===== src/rtl/ibc_pkg.sv =====
`default_nettype none
package ibc_pkg;
   typedef enum logic [1:0] {
      OP_PIXEL = 2'd0,
      OP_FLUSH = 2'd1,
      OP_COEFF = 2'd2,
      OP_NONE  = 2'd3
   } op_type;

   typedef enum logic [1:0] {
      CSR_WIDTH  = 2'd0,
      CSR_HEIGHT = 2'd1,
      CSR_HALF   = 2'd2,
      CSR_WIDE   = 2'd3
   } csr_type;

   typedef enum logic [1:0] {
      ST_IDLE,
      ST_ACC,
      ST_DONE
   } state_type;

   localparam int PixelBits = 16;
   localparam int CoeffBits = 18;
endpackage
`default_nettype wire


===== src/rtl/ibc_mac.sv =====
`default_nettype none
// Multiply-accumulate unit: one pixel-times-weight product per cycle, with a
// register after the multiplier, and the final round and saturate.
module ibc_mac
   import ibc_pkg::*;
#(
   parameter int FracBits = 16,
   parameter int AccBits  = 48
) (
   input  wire logic                 clock,
   input  wire logic                 clear,
   input  wire logic                 tap_valid,
   input  wire logic [PixelBits-1:0] tap_pixel,
   input  wire logic signed [CoeffBits-1:0] tap_coeff,
   input  wire logic                 wide,
   output logic [PixelBits-1:0]      result,
   output logic                      busy
);
   logic signed [PixelBits+CoeffBits:0] prod_ff, prod_in;
   logic                                pvalid_ff;
   logic signed [AccBits-1:0]           acc_ff, acc_in;
   logic signed [AccBits-1:0]           rounded;
   logic [AccBits-1:0]                  q;
   logic [PixelBits-1:0]                limit;

   assign prod_in = $signed({1'b0, tap_pixel}) * tap_coeff;

   always_comb begin
      acc_in = acc_ff;
      if (clear) begin
         acc_in = '0;
      end else if (pvalid_ff) begin
         acc_in = acc_ff + AccBits'(prod_ff);
      end
   end

   always_ff @(posedge clock) begin
      prod_ff   <= prod_in;
      pvalid_ff <= tap_valid & ~clear;
      acc_ff    <= acc_in;
   end

   assign busy    = pvalid_ff;
   assign rounded = acc_ff + (AccBits'(1) <<< (FracBits - 1));
   assign q       = AccBits'(rounded) >> FracBits;
   assign limit   = wide ? 16'hFFFF : 16'h00FF;

   always_comb begin
      if (acc_ff <= 0) begin
         result = '0;
      end else if (q > AccBits'(limit)) begin
         result = limit;
      end else begin
         result = q[PixelBits-1:0];
      end
   end
endmodule
`default_nettype wire


===== config.mk =====
export PLATFORM = sky130hd
export DESIGN_NAME = ibc_mac
export DESIGN_NICKNAME = d
export VERILOG_FILES = /design/src/rtl/ibc_pkg.sv /design/src/rtl/ibc_mac.sv
export SDC_FILE = /design/constraint.sdc
export NUM_CORES = 1
export LEC_CHECK = 0
export ABC_AREA = 1
export BUFFER_PORTS_ARGS = -buffer_cell sky130_fd_sc_hd__buf_2
export CAP_MARGIN = 20
export CORE_ASPECT_RATIO = 1.75
export CORE_MARGIN = 4
export CORE_UTILIZATION = 60
export CTS_BUF_LIST = sky130_fd_sc_hd__clkbuf_8
export CTS_CLUSTER_DIAMETER = 100
export DETAILED_ROUTE_END_ITERATION = 10
export GPL_ROUTABILITY_DRIVEN = 0
export GPL_TIMING_DRIVEN = 0
export PLACE_DENSITY_LB_ADDON = 0.15
export SLEW_MARGIN = 20
export SYNTH_ARGS = -nofsm -noshare
export SYNTH_HDL_FRONTEND = slang
export SYNTH_SLANG_ARGS = --single-unit

===== constraint.sdc =====
create_clock -name clock -period 5.8 [get_ports clock]
set_clock_uncertainty 0.2 [all_clocks]
set_input_delay 0.58 -clock clock [delete_from_list [all_inputs] [get_ports clock]]
set_output_delay 0.58 -clock clock [all_outputs]
set_load 0.02 [all_outputs]

Yosys cells after proc, flatten, opt, wreduce, memory -nomap -nowiden
Index checks and enable logic that the tools add are counted.
{ "totals": {"output_inout_bits": 17, "wordCells": 13, "in_bits": 38, "register_bits": 84} }
{ "op_classes": {"muxes": 3, "n_bitwise": 2, "mul": 1, "order_cmp": 2, "add_sub_neg": 2} }
{ "ops": {"columns": ["operator", "count"], "rows": [
  ["adder 48 x 17 -> 48 bit, second input constant", 1],
  ["adder 48 x 35 -> 48 bit", 1],
  ["<= comparator 48 x 1 -> 1 bit, second input constant", 1],
  ["2-to-1 mux 16 bit", 3],
  ["multiplier 17 x 18 -> 35 bit", 1],
  ["greater-than comparator 32 x 16 -> 1 bit", 1],
  ["AND 1 bit", 1],
  ["NOT 1 bit", 1]
]} }

Depth between registers and ports, before layout
{ "depth": {"ltp_word": 4, "ltp_mapped": 27, "depth_no_buf": 26} }

Worst setup path before layout
No wires, ideal clock.
{ "synth_timing": {"path_type": "in2reg", "start": "input tap_coeff[17]", "end": "register prod_ff[32]", "arrival_ns": 5.972, "path_slack_ns": -0.484, "setup_time_ns": 0.112, "cell_stages": 22, "path_buffers": 2, "t_required_ns": 5.488, "path_cell_list": "clkbuf_1 clkbuf_1 nand2_1 inv_1 fa_1 inv_1 fa_1 inv_1 fa_1 fa_1 fa_1 inv_1 fa_1 inv_1 ha_1 a21oi_1 nand2_1 a221o_1 a31oi_1 nand2_1 nand2_1 nand2_1"} }
{ "synth_via": {"elab_chain_cells": 1} }
{ "synth_lines": {"columns": ["item", "line", "rtl"], "rows": [
  ["start: declaration", "ibc_mac.sv:14", "input wire logic signed [CoeffBits-1:0] tap_coeff,"],
  ["multiplier 17 x 18 -> 35 bit", "ibc_mac.sv:26", "assign prod_in = $signed({1'b0, tap_pixel}) * tap_coeff;"],
  ["via prod_in[32]", "ibc_mac.sv:19", "logic signed [PixelBits+CoeffBits:0] prod_ff, prod_in;"],
  ["end signal: assignment", "ibc_mac.sv:38", "prod_ff <= prod_in;"],
  ["end: declaration", "ibc_mac.sv:19", null]
]} }
The timed path passes the listed nets, and every way through them passes these cells.
A chain may end at the register's enable or synchronous reset.

Final worst setup path
{ "layout_timing": {"start": "input tap_coeff[17]", "end": "register prod_ff[27]"} }
Same word-level chain as after synthesis.

==> results.json <==
{
  "dieWidth_microns": 141,
  "rsz0062_at_grt": "yes",
  "critical_path.top_delay_family": "adder cells",
  "portBuffers": 19,
  "area_growth_pct": 11.5,
  "ys_seq_elements": 84,
  "status": "complete, no violations",
  "syn_area_sq_um": 18700,
  "synth-main-ff-cell": "dfxtp_1",
  "io_pins": 55,
  "wl_microns": 58500,
  "async_flop_share_pct": 0,
  "avgSynthCellArea_sq_um": 6.93,
  "min_period_ps": 5740,
  "crit_slowest_cell": "fa_2",
  "path_clk_slew_ps": 100,
  "clockBufferDepth": 2,
  "grt_pass1_vias": 18000,
  "cts_tree": "done",
  "drc_errors": 0,
  "synth_top_cells_by_count": "inv_1 (698), nand2_1 (612), fa_1 (294), nor2_1 (245), ha_1 (145)",
  "cap_violations": 0,
  "die_h_microns": 241,
  "fmax_ghz": 0.174,
  "fillCellCount": 2692,
  "grt_antenna_before_repair": 0,
  "nets": 3233,
  "crit_path_frequent_cell": "fa_1",
  "dpl_worst_slack_ps": -1120,
  "synthCells": 2695,
  "root_buffer": "clkbuf_8",
  "cp-start-kind": "input port",
  "drtPass1Iterations": 8,
  "cts_hold_buf": 0,
  "start_util_pct": 60.7,
  "drtAntennaViolNets": 0,
  "synth-edff-count": 0,
  "placementRows": 85,
  "finalHoldViolations": 0,
  "setup_violations": 0,
  "grt_use_total_pct": 34.2,
  "fp.coreArea_sq_um": 30700,
  "relSlewSlack_pct": 36.2,
  "cp_max_fo": 7,
  "ys_warn_count": 0,
  "clkSinkCount": 84,
  "first_iter_violations": 1313,
  "yosys.area.top_type": "fa_1",
  "dieArea_sq_um": 34100,
  "fin_ws_ps": 58.2,
  "min-delay-path-class": "input port to flip-flop",
  "synth_top_area_share_pct": 31.5,
  "seq_area_sq_um": 1680,
  "ys_seq_area_share_pct": 9.01,
  "cts_buffers": 9,
  "slowest_delay_ps": 590,
  "dp_hpwl_microns": 48600,
  "crit_required_ps": 5870,
  "synthMostInstantiatedCell": "inv_1",
  "crit_buf_inv": 8,
  "overflow": 0,
  "path_cells": "buf_12, buf_12, nand2_8, inv_6, fa_2, inv_4, fa_1, clkinvlp_4, buf_8, fa_1, fa_1, fa_1, inv_2, fa_1, inv_2, ha_4, nand2_1, o21ai_0, a21oi_1, nand3_2, xor2_1",
  "via_per_inst": 5.54,
  "finalSetupTns_ps": 0,
  "routedWlPerCell_microns": 18.6,
  "grt_pass1_wl_microns": 90300,
  "grt_max_degree": 15,
  "fin_crit_sh_pct": 99.0,
  "multi_input_area_sq_um": 14600,
  "crit_path_end_kind": "flip-flop",
  "ys_top_cells_by_area": "fa_1 (32%), inv_1 (14%), nand2_1 (12%)",
  "yosysUniqueCellTypes": 39,
  "diodes": 0,
  "syn-num-nets": 3172,
  "maxSlewViolCount": 0,
  "vias": 17500,
  "h-tree-depth": 3,
  "insertion_delay_ps": 390,
  "drive_gt1_share_pct": 9.24,
  "critPathKind": "input port to flip-flop",
  "cp.arrival_ps": 5810,
  "tightest_slew_ps": 944
}
-- placed cells by master (no fill, tap or decap), drive strengths merged, types with 2 or more instances in the layout --
cell / instances
clkinv: 2
nand4: 17
fa: 294
o211ai: 2
buf: 90
a21boi: 5
dfxtp: 84
nor4: 16
o21bai: 13
nor2: 253
o21a: 4
a21o: 12
clkbuf: 55
inv: 697
or2: 6
ha: 145
nor3: 26
clkinvlp: 2
xnor2: 17
a31oi: 10
o21ai: 118
a21oi: 138
bufinv: 2
xor2: 50
nand2: 615
nand3: 79
-- layout make-up --
class / count / share of cell area [%]
Multi-Input combinational cell: 1828 / 70.3
Inverter: 698 / 12.7
Sequential cell: 84 / 8.08
Buffer: 85 / 3.79
Tap cell: 391 / 2.35
Timing Repair Buffer: 50 / 1.80
Clock buffer: 10 / 0.661
Clock inverter: 5 / 0.409
-- logic make-up (layout without fill, tap and decap cells) --
family | Yosys count | after routing | share of synthesized area, %
DFF | 84 | 84 | 9.01
and+or+nand+nor | 1015 | 1015 | 21.9
adders and majority gates | 439 | 439 | 41.2
AOI/OAI and AO/OA | 307 | 307 | 8.90
xor gates and xnor gates | 67 | 67 | 3.14
buffers and inverters | 783 | 848 | 15.8
-- final timing paths --
path | from | to | slack [ps] | cells after the start
min | tap_valid | busy$_DFF_P_ | 190 | 3
max reg2reg | acc_ff[4]$_SDFFE_PP0P_ | acc_ff[18]$_SDFFE_PP0P_ | 2670 | 10
max | tap_coeff[17] | prod_ff[27]$_DFF_P_ | 60 | 21
min reg2reg | acc_ff[0]$_SDFFE_PP0P_ | acc_ff[0]$_SDFFE_PP0P_ | 310 | 2
-- sequential cells by signal (all words and copies together) (netlist names) --
signal / cells
acc_ff: 48
prod_ff: 35
busy: 1
-- per-stage QoR --
stage	hold WS (ps)	std cells	utilization, %	area (sq um)
after floorplan	258	2695	-	19100
after global placement	272	3105	64.0	19700
after detailed placement	293	3105	64.0	19700
after CTS	183	3122	65.8	20200
after global routing	227	3151	67.7	20800
final	187	3151	67.7	20800
-- layer usage --
layer	track usage (%)	vias to the layer above	part of all wire (%)
li1	-	8136	-
met1	33.1	8260	33
met2	64.8	721	52
met3	2.98	342	4.6
met4	28.2	0	10
met5	0	-	0
-- worst reg2reg max path, delay by kind of cell, from the launching register on --
family                     cells  cell delay, ps
AOI/OAI and AO/OA              3            1240
adders and majority gates      1             360
buffers and inverters          1              50
DFF                            1             330
and+or+nand+nor                5             900
-- timing repair --
item,CTS,global route
cloned,0,2
buffers inserted,2,27
setup endpoints to repair,20,16
resized for setup,86,144
pin swaps,4,59
hold endpoints to repair,0,0
Power is not shown: default switching activity piles up to over one toggle a cycle in this logic, so the estimate is an artifact.
